$ cat config.mk
export PLATFORM = sky130hd
export DESIGN_NAME = byte_rle_codec
export DESIGN_NICKNAME = d
export VERILOG_FILES = /design/src/sv/brc_pkg.sv /design/src/sv/brc_front.sv /design/src/sv/brc_queue.sv /design/src/sv/brc_back.sv /design/src/sv/byte_rle_codec.sv
export VERILOG_INCLUDE_DIRS = /design/src /design/src/sv
export SDC_FILE = /design/constraint.sdc
export NUM_CORES = 1
export LEC_CHECK = 0
export BUFFER_PORTS_ARGS = -buffer_cell sky130_fd_sc_hd__buf_4
export CAP_MARGIN = 5
export CELL_PAD_IN_SITES_DETAIL_PLACEMENT = 1
export CELL_PAD_IN_SITES_GLOBAL_PLACEMENT = 1
export CORE_MARGIN = 3
export CORE_UTILIZATION = 35
export DETAILED_ROUTE_END_ITERATION = 10
export GPL_TIMING_DRIVEN = 0
export MAX_ROUTING_LAYER = met4
export PLACE_DENSITY_LB_ADDON = 0.08
export SLEW_MARGIN = 30
export SYNTH_ARGS = -nofsm -noshare
export SYNTH_HDL_FRONTEND = slang
export SYNTH_HIERARCHICAL = 1
export SYNTH_SLANG_ARGS = --single-unit
$ cat constraint.sdc
create_clock -name clk_i -period 8 [get_ports clk_i]
set_input_delay 0 -clock clk_i [delete_from_list [all_inputs] [get_ports clk_i]]
set_output_delay 0 -clock clk_i [all_outputs]
set_load 0.01 [all_outputs]
$ cat src/sv/byte_rle_codec_assert.svh
// assertion macros shared by the byte run-length codec modules
`ifndef BYTE_RLE_CODEC_ASSERT_SVH
`define BYTE_RLE_CODEC_ASSERT_SVH

// same-cycle implication, checked out of reset
`define BRC_ASSERT_IMPL(lbl, clk, rstn, ante, cons, msg) \
  lbl: assert property (@(posedge clk) disable iff (!(rstn)) (ante) |-> (cons)) \
    else $error(msg);

// next-cycle implication, checked out of reset
`define BRC_ASSERT_NEXT(lbl, clk, rstn, ante, cons, msg) \
  lbl: assert property (@(posedge clk) disable iff (!(rstn)) (ante) |=> (cons)) \
    else $error(msg);

`endif

$ cat src/sv/brc_pkg.sv
// types and constants of the byte run-length codec
`timescale 1ns / 1ps

package brc_pkg;

  typedef enum logic {
    MODE_ENCODE = 1'b0,
    MODE_DECODE = 1'b1
  } mode_e;

  localparam logic [7:0] RunMax = 8'd255;

  typedef logic [1:0] res_cnt_t;

  typedef struct packed {
    logic [7:0] data_byte;
    logic       stream_end;
  } in_req_t;

  typedef struct packed {
    logic [7:0] out_byte;
    logic [7:0] repeat_res;
    logic       last_of_item;
  } out_res_t;

  // results caused by one input request; only the first can repeat
  typedef struct packed {
    res_cnt_t   num;
    logic [7:0] byte0;
    logic [7:0] rep0;
    logic [7:0] byte1;
    logic [7:0] byte2;
  } cmd_t;

endpackage

$ cat src/sv/brc_front.sv
// front end: mode register, stream state and classification of each request
`timescale 1ns / 1ps
`include "byte_rle_codec_assert.svh"

module brc_front (
  input  logic             clk_i,
  input  logic             rst_ni,
  input  logic             cfg_valid_i,
  input  logic             cfg_mode_i,
  input  logic             in_valid_i,
  input  brc_pkg::in_req_t in_req_i,
  output logic             in_ready_o,
  input  logic             q_full_i,
  output logic             push_o,
  output brc_pkg::cmd_t    cmd_o
);

  brc_pkg::mode_e mode_q;
  logic [7:0]     prev_q, prev_d;
  logic           pv_q, pv_d;
  logic           run_q, run_d;
  logic [7:0]     cnt_q, cnt_d;
  logic [7:0]     b;
  logic           same;
  logic           accept;

  assign b          = in_req_i.data_byte;
  assign same       = pv_q && (b == prev_q);
  assign in_ready_o = !q_full_i;
  assign accept     = in_valid_i && in_ready_o;
  assign push_o     = accept && (cmd_o.num != 2'd0);

  always_comb begin
    prev_d      = prev_q;
    pv_d        = pv_q;
    run_d       = run_q;
    cnt_d       = cnt_q;
    cmd_o.num   = 2'd0;
    cmd_o.byte0 = '0;
    cmd_o.rep0  = 8'd1;
    cmd_o.byte1 = '0;
    cmd_o.byte2 = '0;
    unique case (mode_q)
      brc_pkg::MODE_ENCODE: begin
        if (run_q) begin
          if ((b == prev_q) && (cnt_q != brc_pkg::RunMax)) begin
            cnt_d = cnt_q + 8'd1;
            if (in_req_i.stream_end) begin
              cmd_o.num   = 2'd2;
              cmd_o.byte0 = prev_q;
              cmd_o.byte1 = cnt_d;
            end
          end else begin
            // run closed: byte, count, then the new literal
            cmd_o.num   = 2'd3;
            cmd_o.byte0 = prev_q;
            cmd_o.byte1 = cnt_q;
            cmd_o.byte2 = b;
            run_d       = 1'b0;
            cnt_d       = '0;
            prev_d      = b;
            pv_d        = 1'b1;
          end
        end else if (same) begin
          run_d = 1'b1;
          cnt_d = '0;
          if (in_req_i.stream_end) begin
            cmd_o.num   = 2'd2;
            cmd_o.byte0 = prev_q;
            cmd_o.byte1 = '0;
          end
        end else begin
          cmd_o.num   = 2'd1;
          cmd_o.byte0 = b;
          prev_d      = b;
          pv_d        = 1'b1;
        end
      end
      brc_pkg::MODE_DECODE: begin
        if (run_q) begin
          // count byte; zero count gives nothing
          if (b != 8'd0) begin
            cmd_o.num   = 2'd1;
            cmd_o.byte0 = prev_q;
            cmd_o.rep0  = b;
          end
          run_d  = 1'b0;
          pv_d   = 1'b0;
          prev_d = '0;
        end else begin
          cmd_o.num   = 2'd1;
          cmd_o.byte0 = b;
          if (same) begin
            run_d = 1'b1;
          end else begin
            prev_d = b;
            pv_d   = 1'b1;
          end
        end
      end
      default: ;
    endcase
    if (in_req_i.stream_end) begin
      prev_d = '0;
      pv_d   = 1'b0;
      run_d  = 1'b0;
      cnt_d  = '0;
    end
  end

  always_ff @(posedge clk_i or negedge rst_ni) begin
    if (!rst_ni) begin
      mode_q <= brc_pkg::MODE_ENCODE;
      prev_q <= '0;
      pv_q   <= 1'b0;
      run_q  <= 1'b0;
      cnt_q  <= '0;
    end else if (cfg_valid_i) begin
      mode_q <= brc_pkg::mode_e'(cfg_mode_i);
      prev_q <= '0;
      pv_q   <= 1'b0;
      run_q  <= 1'b0;
      cnt_q  <= '0;
    end else if (accept) begin
      prev_q <= prev_d;
      pv_q   <= pv_d;
      run_q  <= run_d;
      cnt_q  <= cnt_d;
    end
  end

  `BRC_ASSERT_IMPL(a_run_has_prev, clk_i, rst_ni, run_q, pv_q, "run open without previous byte")
  `BRC_ASSERT_IMPL(a_no_push_full, clk_i, rst_ni, q_full_i, !push_o, "push into full queue")

endmodule

$ cat src/sv/brc_queue.sv
// short queue of classified requests between front and back end
`timescale 1ns / 1ps
`include "byte_rle_codec_assert.svh"

module brc_queue #(
  parameter int Depth = 4
) (
  input  logic          clk_i,
  input  logic          rst_ni,
  input  logic          push_i,
  input  brc_pkg::cmd_t cmd_i,
  output logic          full_o,
  input  logic          pop_i,
  output logic          valid_o,
  output brc_pkg::cmd_t cmd_o
);

  localparam int PtrW = (Depth > 1) ? $clog2(Depth) : 1;
  localparam int CntW = $clog2(Depth + 1);
  localparam logic [PtrW-1:0] LastPtr = PtrW'(Depth - 1);
  localparam logic [CntW-1:0] FullCnt = CntW'(Depth);

  brc_pkg::cmd_t   mem_q [Depth];
  logic [PtrW-1:0] wr_q, rd_q;
  logic [CntW-1:0] cnt_q;
  logic            do_pop;

  assign full_o  = (cnt_q == FullCnt);
  assign valid_o = (cnt_q != '0);
  assign cmd_o   = mem_q[rd_q];
  assign do_pop  = pop_i && valid_o;

  always_ff @(posedge clk_i) begin
    if (push_i) begin
      mem_q[wr_q] <= cmd_i;
    end
  end

  always_ff @(posedge clk_i or negedge rst_ni) begin
    if (!rst_ni) begin
      wr_q  <= '0;
      rd_q  <= '0;
      cnt_q <= '0;
    end else begin
      if (push_i) begin
        wr_q <= (wr_q == LastPtr) ? '0 : wr_q + 1'b1;
      end
      if (do_pop) begin
        rd_q <= (rd_q == LastPtr) ? '0 : rd_q + 1'b1;
      end
      if (push_i && !do_pop) begin
        cnt_q <= cnt_q + 1'b1;
      end else if (do_pop && !push_i) begin
        cnt_q <= cnt_q - 1'b1;
      end
    end
  end

  `BRC_ASSERT_IMPL(a_cnt_bound, clk_i, rst_ni, 1'b1, cnt_q <= FullCnt, "queue count overflow")

endmodule

$ cat src/sv/brc_back.sv
// back end: walks the results of the head entry, one per cycle while out_ready_i is high
`timescale 1ns / 1ps
`include "byte_rle_codec_assert.svh"

module brc_back (
  input  logic               clk_i,
  input  logic               rst_ni,
  input  logic               q_valid_i,
  input  brc_pkg::cmd_t      cmd_i,
  output logic               pop_o,
  output logic               out_valid_o,
  input  logic               out_ready_i,
  output brc_pkg::out_res_t  out_res_o
);

  brc_pkg::res_cnt_t idx_q;
  logic              last;
  logic              take;

  assign out_valid_o = q_valid_i;
  assign last        = (idx_q == (cmd_i.num - 2'd1));
  assign take        = out_valid_o && out_ready_i;
  assign pop_o       = take && last;

  always_comb begin
    case (idx_q)
      2'd0:    out_res_o.out_byte = cmd_i.byte0;
      2'd1:    out_res_o.out_byte = cmd_i.byte1;
      default: out_res_o.out_byte = cmd_i.byte2;
    endcase
    out_res_o.repeat_res   = (idx_q == 2'd0) ? cmd_i.rep0 : 8'd1;
    out_res_o.last_of_item = last;
  end

  always_ff @(posedge clk_i or negedge rst_ni) begin
    if (!rst_ni) begin
      idx_q <= '0;
    end else if (take) begin
      idx_q <= last ? 2'd0 : idx_q + 2'd1;
    end
  end

  `BRC_ASSERT_IMPL(a_idx_in_entry, clk_i, rst_ni, q_valid_i,
                   (cmd_i.num != 2'd0) && (idx_q < cmd_i.num), "result index past entry")

endmodule

$ cat src/sv/byte_rle_codec.sv
// Byte run-length codec, double-byte escape, encode or decode by mode.
// Channels: in (in_valid_i/in_ready_o, in_req_i) takes one byte per request
// with a stream end flag; out (out_valid_o/out_ready_i, out_res_o) gives zero
// to three results per request: a byte, its repeat number and a last-of-item flag.
// cfg (cfg_valid_i/cfg_ready_o, cfg_mode_i) writes the mode, 0 encode and
// 1 decode; it is always ready, and every write clears the stream state.
// A request is classified in the cycle it is taken and its results, if any,
// go into one entry of a QDepth-entry queue; the first result is offered
// once the entries ahead are sent. The back end sends one result per cycle
// while out_ready_i is high, so the rate is one request per cycle if each has
// at most one result; a request with three results holds the output until all are sent.
// The input is taken whenever the queue has room, so a stalled receiver
// only stops the input once QDepth requests with results are waiting.
// Reset: mode encode, no previous byte, no open run, queue empty.
`timescale 1ns / 1ps

module byte_rle_codec #(
  parameter int QDepth = 4
) (
  input  logic              clk_i,
  input  logic              rst_ni,
  input  logic              cfg_valid_i,
  output logic              cfg_ready_o,
  input  logic              cfg_mode_i,
  input  logic              in_valid_i,
  output logic              in_ready_o,
  input  brc_pkg::in_req_t  in_req_i,
  output logic              out_valid_o,
  input  logic              out_ready_i,
  output brc_pkg::out_res_t out_res_o
);

  logic          q_full, q_valid, push, pop;
  brc_pkg::cmd_t cmd_in, cmd_head;

  assign cfg_ready_o = 1'b1;

  brc_front u_front (
    .clk_i       (clk_i),
    .rst_ni      (rst_ni),
    .cfg_valid_i (cfg_valid_i),
    .cfg_mode_i  (cfg_mode_i),
    .in_valid_i  (in_valid_i),
    .in_req_i    (in_req_i),
    .in_ready_o  (in_ready_o),
    .q_full_i    (q_full),
    .push_o      (push),
    .cmd_o       (cmd_in)
  );

  brc_queue #(
    .Depth (QDepth)
  ) u_queue (
    .clk_i   (clk_i),
    .rst_ni  (rst_ni),
    .push_i  (push),
    .cmd_i   (cmd_in),
    .full_o  (q_full),
    .pop_i   (pop),
    .valid_o (q_valid),
    .cmd_o   (cmd_head)
  );

  brc_back u_back (
    .clk_i       (clk_i),
    .rst_ni      (rst_ni),
    .q_valid_i   (q_valid),
    .cmd_i       (cmd_head),
    .pop_o       (pop),
    .out_valid_o (out_valid_o),
    .out_ready_i (out_ready_i),
    .out_res_o   (out_res_o)
  );

endmodule
==> out/metrics.cfg, run 1 <==
[yosys]
syn-instance-count=498
yosysWarnings=6
avgSynthCellArea_um2=15.1
mappedNetlistArea_mm2=0.00752
yosysTopAreaCell=edfxtp_1
synth_ff_type=edfxtp_1
synth_top_family_by_area=multiplexers
synthTopCellsByCount=edfxtp_1, nand2_1, dfrtp_1, mux4_2, o21ai_0
synth-compound-area-share_pct=8.38
synth_nets=523
synth_top_area_share_pct=54.3
synth_edf_count=136
yosysSeqAreaShare_pct=63.6
ys_async_sr_fraction_pct=17.1
synth_seq_cells=164
ys_types=59
yosys.cell_count.top_type=edfxtp_1
synthMuxAreaShare_pct=11.5
synthTopCellsByArea=edfxtp_1, dfrtp_1, mux4_2
yosys.area_share.simple_pct=10.2
synth-adder-area-share_pct=1.76
post_synth_xor_area_fraction_pct=1.51

[setup_path]
slowest_stage=a41oi_1
worstPathArrival_ns=4.60
setup.worst_path.end_class=flop
worst_r2r_path_depth=13
reg2reg_slack_ns=3.75
cp_num_buf_inv=2
r2r-start=u_front/cnt_q[0]
critPathTopFamily=simple AND/OR/NAND/NOR gates
startpoint_type=flop
required_ns=8.35
max_stage_delay_ns=0.58
cp_max_fo=10
regToRegEndpoint=u_queue/cnt_q[2]
crit_type=reg2reg
crit_chain=ha_1 -> nand3_1 -> or3_1 -> nand3_1 -> clkbuf_1 -> nand2_1 -> a41oi_1 -> ha_1 -> inv_1 -> fa_1 -> xor2_1 -> nor2_1 -> xor2_1

[run_status]
status=finished clean

[grt]
grt_max_degree=35
grt_pass1_vias=4905
grt_first_pass_wirelength_um=29900
grt-ovfl-total=0
antenna_found_initial=0
track_usage_pct=17.4

[power_and_ir_drop]
comb_power_share_pct=33.6
p_leak_nw=2.97
swShare_pct=31.7
p_total_w=0.00295
powerDensity_mw_per_mm2=338
p_clk_share_pct=26.1
ir_drop_v=0.000141
p_seq_share_pct=40.3
switchingPower_w=0.000935
internal_power_w=0.00201

[sta]
skew_ns=0.0107
period_minus_slack_ns=4.25
rsz0062_at_grt=no
finalCritPeriodShare_pct=53.2
setup_viol=0
hold_violations=0
slew_violations=0
max_slew_margin_pct=47.2
worst_pin_slew_ns=0.789
fin_setup_tns_ns=0
fmax_mhz=235

[floorplanning]
die_h_um=153
io_pins=35
start_util_pct=36.4
die_w_um=153
rows=52
die_area_mm2=0.0233
coreArea_mm2=0.0207

[final_layout]
syn2layout_area_growth_pct=15.9
fillers=2095
n_antenna_cell=0
nets=579
drive_gt1_share_pct=21.9

[route]
wl_per_cell_um=22.6
avgViaCountPerCell=5.43
drc=0
finalWirelength_um=18900
first_pass_iters=4
vias=4547
drtAntennaViolNets=0
drt_first_iter_violations=236

[place]
portBuffers=32
routabilityCongestion=0.789
hpwl_um=12300

[clocking]
htree_levels=4
clkSinkCount=164
numCtsBuffers=17
cts_setup_buffers=0
post_cts_resized=0
tritoncts=done
clock_path_buffers=2
clk_latency_ns=0.42
ctsHoldBuffers=5
clockRootBuffer=clkbuf_16
path_clk_slew_ns=0.07

[worst_hold_path]
hold_class=in2async

[flow_run]
drv_cap=0

final cells by class:
class	count	area, um^2	area share (%)
timing repair buffer	37	290	3.33
tap	270	338	3.88
clock buffer	18	429	4.92
multi-input combinational	295	2520	29.0
inverter	11	41.3	0.474
buffer	28	180	2.07
clock inverter	14	129	1.48
sequential	164	4780	54.9
worst max path at each step:
stage,startpoint,depth (start not counted),to
3_5_place_dp,u_front/cnt_q[0],13,u_queue/cnt_q[2]
2_1_floorplan,u_front/cnt_q[0],8,u_queue/mem_q[0][0]
3_3_place_gp,u_front/cnt_q[0],8,u_queue/mem_q[1][2]
6_report,u_front/cnt_q[0],13,u_queue/cnt_q[2]
5_1_grt,u_front/cnt_q[0],13,u_queue/cnt_q[2]
4_1_cts,u_front/cnt_q[0],13,u_queue/cnt_q[2]
cells in the final DEF (no fill, tap or decap), drive strengths merged, types with 3 or more instances in the layout:
cell,synthesis,layout
dfrtp,28,28
and2,11,11
nor4,3,3
inv,10,13
nor3b,4,4
clkinvlp,0,3
dlygate4sd3,0,5
a22oi,15,15
clkinv,1,8
mux4,34,34
nand2,42,42
nor3,3,3
a32oi,3,3
and3,16,16
clkbuf,14,32
o21ai,29,29
edfxtp,136,136
buf,14,46
nand3,9,9
a21oi,8,8
nor2b,8,8
a2bb2oi,7,7
xor2,10,10
o221ai,7,7
nand3b,3,3
nand2b,7,7
ha,9,9
nor2,20,20
mux2,5,5
or3,6,6
a21o,4,4
xnor2,3,3
registers in the layout, indices dropped and copies added, names as in the netlist:
| signal | flops |
|---|---|
| u_front/cnt_q | 8 |
| u_front/run_q | 1 |
| u_queue/mem_q | 136 |
| u_queue/rd_q | 2 |
| u_queue/wr_q | 2 |
| u_front/mode_q | 1 |
| u_front/pv_q | 1 |
| u_back/idx_q | 2 |
| u_queue/cnt_q | 3 |
| u_front/prev_q | 8 |
power by group through the flow:
stage	Combinational (W)	Sequential, W	Clock (W)
finish	0.000990	0.00119	0.000769
global route	0.00109	0.00120	0.000825
CTS	0.00102	0.00119	0.000788
detailed placement	0.00101	0.00120	0
global placement	0.000996	0.00120	0
floorplan	0.000648	0.00118	0
per-stage QoR:
| step | hold slack (ns) | utilization [%] | instance area [um^2] | std cells | setup WS (ns) |
|---|---|---|---|---|---|
| after detailed placement | -0.0275 | 39.2 | 8110 | 800 | 3.70 |
| after global placement | -0.0336 | 39.1 | 8100 | 800 | 2.97 |
| after floorplan | -0.296 | - | 7520 | 498 | 4.51 |
| after global routing | 0.0525 | 42.1 | 8720 | 837 | 3.29 |
| after CTS | 0.0222 | 42.1 | 8720 | 837 | 3.67 |
| final | 0.0509 | 42.1 | 8720 | 837 | 3.75 |
logic make-up (layout without fill, tap and decap cells):
family / Yosys count / after routing
flip-flops: 164 / 164
multiplexers: 41 / 41
buffers and inverters: 39 / 108
adder cells (fa/ha/maj): 10 / 10
AND/OR/NAND/NOR: 141 / 141
XOR/XNOR: 13 / 13
other: 1 / 1
AO/OA/AOI/OAI: 89 / 89
per-layer routing:
layer | up-vias | track usage (%) | routed length, um | part of all wire [%]
met4 | 0 | 4.71 | 182 | 0.96
met5 | - | - | 0 | 0
met3 | 17 | 2.75 | 509 | 2.7
met2 | 83 | 28.2 | 9490 | 50
met1 | 2376 | 23.1 | 8760 | 46
li1 | 2071 | - | - | -
Power figures use the tool's default switching activity.
==> inputs of run 2 (changes only) <==
--- a/config.mk
+++ b/config.mk
@@ -6,6 +6,7 @@
 export SDC_FILE = /design/constraint.sdc
 export NUM_CORES = 1
 export LEC_CHECK = 0
+export ABC_AREA = 1
 export BUFFER_PORTS_ARGS = -buffer_cell sky130_fd_sc_hd__buf_4
 export CAP_MARGIN = 5
 export CELL_PAD_IN_SITES_DETAIL_PLACEMENT = 1
==> constraint.sdc (replaced) <==
create_clock -name clk_i -period 3.8 [get_ports clk_i]
set_input_delay 0 -clock clk_i [delete_from_list [all_inputs] [get_ports clk_i]]
set_output_delay 0 -clock clk_i [all_outputs]
set_load 0.01 [all_outputs]
==> run 2 against run 1 <==
Effect of this change: die area increased by 8.8%; critical path type unchanged; clock power grew 100%; critical path depth unchanged; total power is 120% higher.
==> out/metrics.cfg, run 2 <==
[power_and_ir_drop]
p_leak_nw=3.96  ; +33%
powerDensity_mw_per_mm2=695  ; +110%
ir_drop_v=0.000297  ; +110%

[yosys]
yosys.cell_count.top_type=nand2_1
synth_seq_cells=164  ; unchanged
ys_async_sr_fraction_pct=17.1  ; unchanged
yosysTopAreaCell=edfxtp_1
yosysSeqAreaShare_pct=58.2  ; -5.4 points
synth_ff_type=edfxtp_1
syn-instance-count=849  ; +70%
synth_top_area_share_pct=49.7  ; -4.6 points
yosysWarnings=6  ; unchanged
synth_nets=874  ; +67%
synth_edf_count=136  ; unchanged
synthTopCellsByArea=edfxtp_1, nand2_1, dfrtp_1
mappedNetlistArea_mm2=0.00821  ; +9.2%
synthTopCellsByCount=nand2_1, edfxtp_1, inv_1, o211ai_1, nand3_1
ys_types=38  ; -36%
avgSynthCellArea_um2=9.68  ; -36%

[setup_path]
worst_r2r_path_depth=13  ; unchanged
cp_num_buf_inv=5  ; +3
setup.worst_path.end_class=flop
startpoint_type=flop
crit_chain=clkbuf_1 -> clkbuf_1 -> inv_1 -> nand3_1 -> nand2_1 -> a21oi_1 -> ha_1 -> inv_1 -> fa_1 -> inv_1 -> nand2_1 -> nand4_1 -> nand2_1
max_stage_delay_ns=0.56  ; -0.02 ns
critPathTopFamily=buffers and inverters
crit_type=reg2reg
cp_num_cells=13  ; unchanged
worstPathArrival_ns=3.76  ; -0.84 ns
cp_max_fo=10  ; unchanged
required_ns=4.12  ; -4.23 ns
slowest_stage=a21oi_1

[final_layout]
final_common_cell=nand2_1
nets=935  ; +61%
reg_top3=u_queue/mem_q: 136 flops, u_front/cnt_q: 8 flops, u_front/prev_q: 8 flops
drive_gt1_share_pct=13.9  ; -8.0 points
fin_util_pct=41.7  ; -0.45 points
syn2layout_area_growth_pct=15.9  ; about the same
largest_register_ffs=136  ; unchanged
n_antenna_cell=0  ; unchanged
final_cell_mix=nand2_1, edfxtp_1, inv_1, o211ai_1, buf_4
top_register=u_queue/mem_q

[sta]
fin_setup_tns_ns=0  ; unchanged
period_minus_slack_ns=3.45  ; -0.806 ns
worst_pin_slew_ns=0.670  ; -0.119 ns
skew_ns=0.0138  ; +0.00306 ns
fmax_mhz=290  ; +23%
setup_viol=0  ; unchanged
rsz0062_at_grt=no
max_slew_margin_pct=55.3  ; +8.1 points
finalCritPeriodShare_pct=90.7  ; +38 points
slew_violations=0  ; unchanged
hold_violations=0  ; unchanged

[route]
drt_first_iter_violations=353  ; +50%
finalWirelength_um=24300  ; +28%
drc=0  ; unchanged
first_pass_iters=5  ; +1
drtAntennaViolNets=0  ; unchanged
vias=6213  ; +37%
wl_per_cell_um=19.7  ; -13%
avgViaCountPerCell=5.03  ; -7.5%

[place]
portBuffers=32  ; unchanged
hpwl_um=17500  ; +43%
routabilityCongestion=0.857  ; +8.6%

[clocking]
clk_latency_ns=0.42  ; about the same
htree_levels=4  ; unchanged
clockRootBuffer=clkbuf_16
clock_path_buffers=2  ; unchanged
cts_setup_buffers=0  ; unchanged
path_clk_slew_ns=0.07  ; about the same
numCtsBuffers=17  ; unchanged
tritoncts=done
clkSinkCount=164  ; unchanged

[floorplanning]
io_pins=35  ; unchanged
start_util_pct=36.0  ; -0.40 points
die_area_mm2=0.0253  ; +8.8%
die_w_um=159  ; +4.3%
rows=55  ; +5.8%
coreArea_mm2=0.0228  ; +10%
die_h_um=159  ; +4.3%

[grt]
grt-ovfl-total=0  ; unchanged
antenna_found_initial=0  ; unchanged
track_usage_pct=20.3  ; +2.8 points
grt_pass1_vias=6573  ; +34%
grt_max_degree=29  ; -17%
grt_first_pass_wirelength_um=38200  ; +28%

[flow_run]
drv_cap=0  ; unchanged

[worst_hold_path]
hold_class=in2reg
whs_path_depth=3

[run_status]
status=finished clean

[run 2: changes by cell type after synthesis, sizes merged, moves of 11 or more]
| cell | before | now |
|---|---|---|
| nand2 | 42 | 252 |
| inv | 10 | 135 |
| o211ai | 0 | 68 |
| mux4 | 34 | 0 |
| nand3 | 9 | 40 |
| a21oi | 8 | 29 |
| buf | 14 | 33 |
| nor2 | 20 | 37 |
| and3 | 16 | 0 |
| and2 | 11 | 0 |
[run 2: what timing repair did]
action                                 CTS  global route
hold buffers                             6             0
resized for setup                        0             0
endpoints found under the hold margin   32             0
[run 2: final timing paths]
check                      slack, ns             start                 to
setup reg to reg                0.35    u_front/mode_q   u_queue/cnt_q[2]
setup / recovery                0.35    u_front/mode_q   u_queue/cnt_q[2]
hold / removal                  0.01       in_req_i[1]  u_front/prev_q[0]
min in group asynchronous       0.07            rst_ni   u_front/cnt_q[4]
hold reg to reg                 0.48  u_queue/cnt_q[2]   u_queue/cnt_q[2]
max in group asynchronous       3.38            rst_ni  u_front/prev_q[3]
[run 2: layout make-up]
cell class / instances / area [um^2]
multi-input cells: 505 / 2650
well taps: 313 / 392
clock buffers: 18 / 429
clock inverters: 14 / 108
plain buffers: 43 / 263
flip-flops and latches: 164 / 4780
fillers: 2645 / 13300
inverters: 137 / 517
repair buffers: 42 / 380
[run 2: per-layer routing]
metal / vias up / track usage, % / routed length (um)
met2: 89 / 33.9 / 12000
met3: 34 / 2.39 / 481
li1: 2958 / - / -
met1: 3132 / 26.0 / 11400
met4: 0 / 6.25 / 507
met5: - / - / 0
[run 2: where the power goes]
part | total (W) | internal (W) | switching, W
clock network | 0.00157 | 0.000844 | 0.000731
logic | 0.00258 | 0.000912 | 0.00167
registers | 0.00246 | 0.00234 | 0.000125
total | 0.00662 | 0.00409 | 0.00253
[run 2: logic make-up after synthesis]
kind of cell	after synthesis	synth area share, %
fa+ha+maj	10	1.61
flops	164	58.2
buf+inv	180	9.49
other cells	1	0.0457
xor+xnor	12	1.28
simple gates	336	17.2
compound gates	146	12.1
[run 2: worst min-delay path: stages]
cell and delay [ns]:
buf_4 0.11, o2111ai_1 0.14, o21ai_2 0.15
[run 2: per-stage QoR]
step                total power (W)  hold WS, ns  std cells  cell area, um^2  worst slack, ns
floorplan                   0.00404       -0.296        849             8210            0.932
global placement            0.00502      -0.0118       1194             8850           -0.390
detailed placement          0.00513     -0.00239       1198             8930            0.349
CTS                         0.00673      0.00562       1236             9520            0.345
global route                0.00706       0.0264       1236             9520           0.0847
finish                      0.00662       0.0141       1236             9520            0.354
==> inputs of run 3 (changes only) <==
--- a/config.mk
+++ b/config.mk
@@ -17,6 +17,7 @@
 export GPL_TIMING_DRIVEN = 0
 export MAX_ROUTING_LAYER = met4
 export PLACE_DENSITY_LB_ADDON = 0.08
+export SKIP_CTS_REPAIR_TIMING = 1
 export SLEW_MARGIN = 30
 export SYNTH_ARGS = -nofsm -noshare
 export SYNTH_HDL_FRONTEND = slang
==> constraint.sdc (replaced) <==
create_clock -name clk_i -period 3.8 [get_ports clk_i]
set_input_delay 0.38 -clock clk_i [delete_from_list [all_inputs] [get_ports clk_i]]
set_output_delay 0.38 -clock clk_i [all_outputs]
set_load 0.01 [all_outputs]
==> run 3 against run 2 <==
Effect of this change: combinational power is essentially flat; register-to-register slack hardly changed; sequential power about the same; worst setup slack got worse by 0.00063 ns; final cell count decreased by 0.40%; via count fell by 0.23%; clock power is essentially flat; total power is essentially flat; global-route usage about the same; sequential share of layout area increased by 0.27 points; clock skew hardly changed; count of clock-buffer cells in the layout stayed put; critical endpoint unchanged.
==> out/metrics.cfg, run 3 (synthesis results as in run 2) <==
[run_status]
status=finished clean

[power_and_ir_drop]
p_seq_share_pct=37.2  ; about the same
switchingPower_w=0.00253  ; about the same
ir_drop_v=0.000296  ; -0.18%
p_leak_nw=3.94  ; -0.51%
internal_power_w=0.00409  ; about the same
comb_power_share_pct=39.0  ; about the same
powerDensity_mw_per_mm2=698  ; +0.47%
swShare_pct=38.2  ; about the same
p_clk_share_pct=23.8  ; about the same

[route]
drt-met1-wl_um=11300  ; -0.45%
wl_met2_um=12000  ; about the same
finalWirelength_um=24300  ; about the same
wl_met3_um=548  ; +14%
drc=0  ; unchanged
top_layer=met4
avgViaCountPerCell=5.04  ; +0.18%
wl_per_cell_um=19.8  ; +0.41%
drt_first_iter_violations=351  ; -0.57%
vias=6199  ; -0.23%
first_pass_iters=5  ; unchanged
drtAntennaViolNets=0  ; unchanged

[clocking]
clkSinkCount=164  ; unchanged
numCtsBuffers=17  ; unchanged
htree_levels=4  ; unchanged
clk_latency_ns=0.42  ; about the same
tritoncts=done
path_clk_slew_ns=0.07  ; about the same
clock_path_buffers=2  ; unchanged
clockRootBuffer=clkbuf_16

[floorplanning]
die_w_um=159  ; unchanged
rows=55  ; unchanged
die_h_um=159  ; unchanged
io_pins=35  ; unchanged
coreArea_mm2=0.0228  ; unchanged
die_area_mm2=0.0253  ; unchanged
start_util_pct=36.0  ; unchanged

[sta]
slew_violations=0  ; unchanged
period_minus_slack_ns=3.45  ; +0.000635 ns
worst_pin_slew_ns=0.686  ; +0.0160 ns
fin_ws_ns=0.354  ; -0.000635 ns
skew_ns=0.0138  ; +0.00000920 ns
hold_violations=0  ; unchanged
fmax_mhz=290  ; about the same
max_slew_margin_pct=54.3  ; -1.1 points
finalCritPeriodShare_pct=90.7  ; about the same
setup_viol=0  ; unchanged
rsz0062_at_grt=no

[grt]
grt-ovfl-total=0  ; unchanged
grt_max_degree=29  ; unchanged
track_usage_pct=20.2  ; -0.040 points
grt_first_pass_wirelength_um=38100  ; -0.27%
antenna_found_initial=0  ; unchanged
grt_pass1_vias=6564  ; -0.14%

[final_layout]
nets=930  ; -0.53%
final_common_cell=nand2_1
syn2layout_area_growth_pct=15.3
largest_register_ffs=136  ; unchanged
drive_gt1_share_pct=13.9  ; +0.076 points
final_cell_mix=nand2_1, edfxtp_1, inv_1, o211ai_1, buf_4
reg_top3=u_queue/mem_q: 136 flops, u_front/cnt_q: 8 flops, u_front/prev_q: 8 flops
top_register=u_queue/mem_q
fin_util_pct=41.5  ; -0.22 points
n_antenna_cell=0  ; unchanged

[setup_path]
setup.worst_path.end_class=flop
cp_max_fo=10  ; unchanged
required_ns=4.12  ; about the same
crit_type=reg2reg
startpoint_type=flop
worstPathArrival_ns=3.76  ; about the same

[worst_hold_path]
hold_class=in2reg

[place]
portBuffers=32  ; unchanged
place_ws_ns=0.349  ; unchanged
hpwl_um=17500  ; unchanged
routabilityCongestion=0.857  ; unchanged

[flow_run]
drv_cap=0  ; unchanged

==> run 3: worst max-delay path, cell delays in order (launching register included) <==
cell and delay (ns):
dfrtp_1 0.36, clkbuf_1 0.37, clkbuf_1 0.48, inv_1 0.20, nand3_1 0.18, nand2_1 0.16, a21oi_1 0.55, ha_1 0.30
inv_1 0.08, fa_1 0.39, inv_1 0.07, nand2_1 0.07, nand4_1 0.09, nand2_1 0.05
==> run 3: power by group through the flow <==
stage	clock network (W)	logic [W]	registers, W
final	0.00157	0.00258	0.00246
after global routing	0.00170	0.00287	0.00249
after global placement	0	0.00252	0.00250
after detailed placement	0	0.00263	0.00250
after CTS	0.00162	0.00264	0.00246
after floorplan	0	0.00157	0.00247
==> run 3: routing by layer <==
layer / GRT usage (%) / up-vias
li1: - / 2945
met1: 25.9 / 3121
met2: 33.8 / 101
met3: 2.39 / 32
met4: 6.25 / 0
met5: - / -
==> run 3: area by class of cell <==
class	instances	area (um^2)
Buffer	43	263
Tap cell	313	392
Multi-Input combinational cell	505	2650
Clock buffer	18	429
Inverter	137	517
Timing Repair Buffer	37	330
Sequential cell	164	4780
Fill cell	2647	13400
Clock inverter	14	108
==> run 3: per-stage QoR <==
step / instance area (um^2) / cells / hold slack (ns) / power, W / setup TNS, ns
floorplan: 8210 / 849 / 0.0844 / 0.00404 / 0
global placement: 8850 / 1194 / 0.368 / 0.00502 / -46.65
detailed placement: 8930 / 1198 / 0.378 / 0.00513 / 0
CTS: 9460 / 1230 / -0.0852 / 0.00672 / 0
global route: 9470 / 1231 / 0.175 / 0.00705 / 0
finish: 9470 / 1231 / 0.188 / 0.00661 / 0
==> run 3: path summary, 6_finish.rpt <==
path,slack [ns],to,depth (start not counted),startpoint
max,0.35,u_queue/cnt_q[2],13,u_front/mode_q
min,0.19,u_front/mode_q,3,cfg_mode_i
max reg2reg,0.35,u_queue/cnt_q[2],13,u_front/mode_q
min reg2reg,0.48,u_queue/cnt_q[2],2,u_queue/cnt_q[2]
max in group asynchronous,3.00,u_front/prev_q[3],2,rst_ni
min in group asynchronous,0.45,u_front/cnt_q[4],2,rst_ni
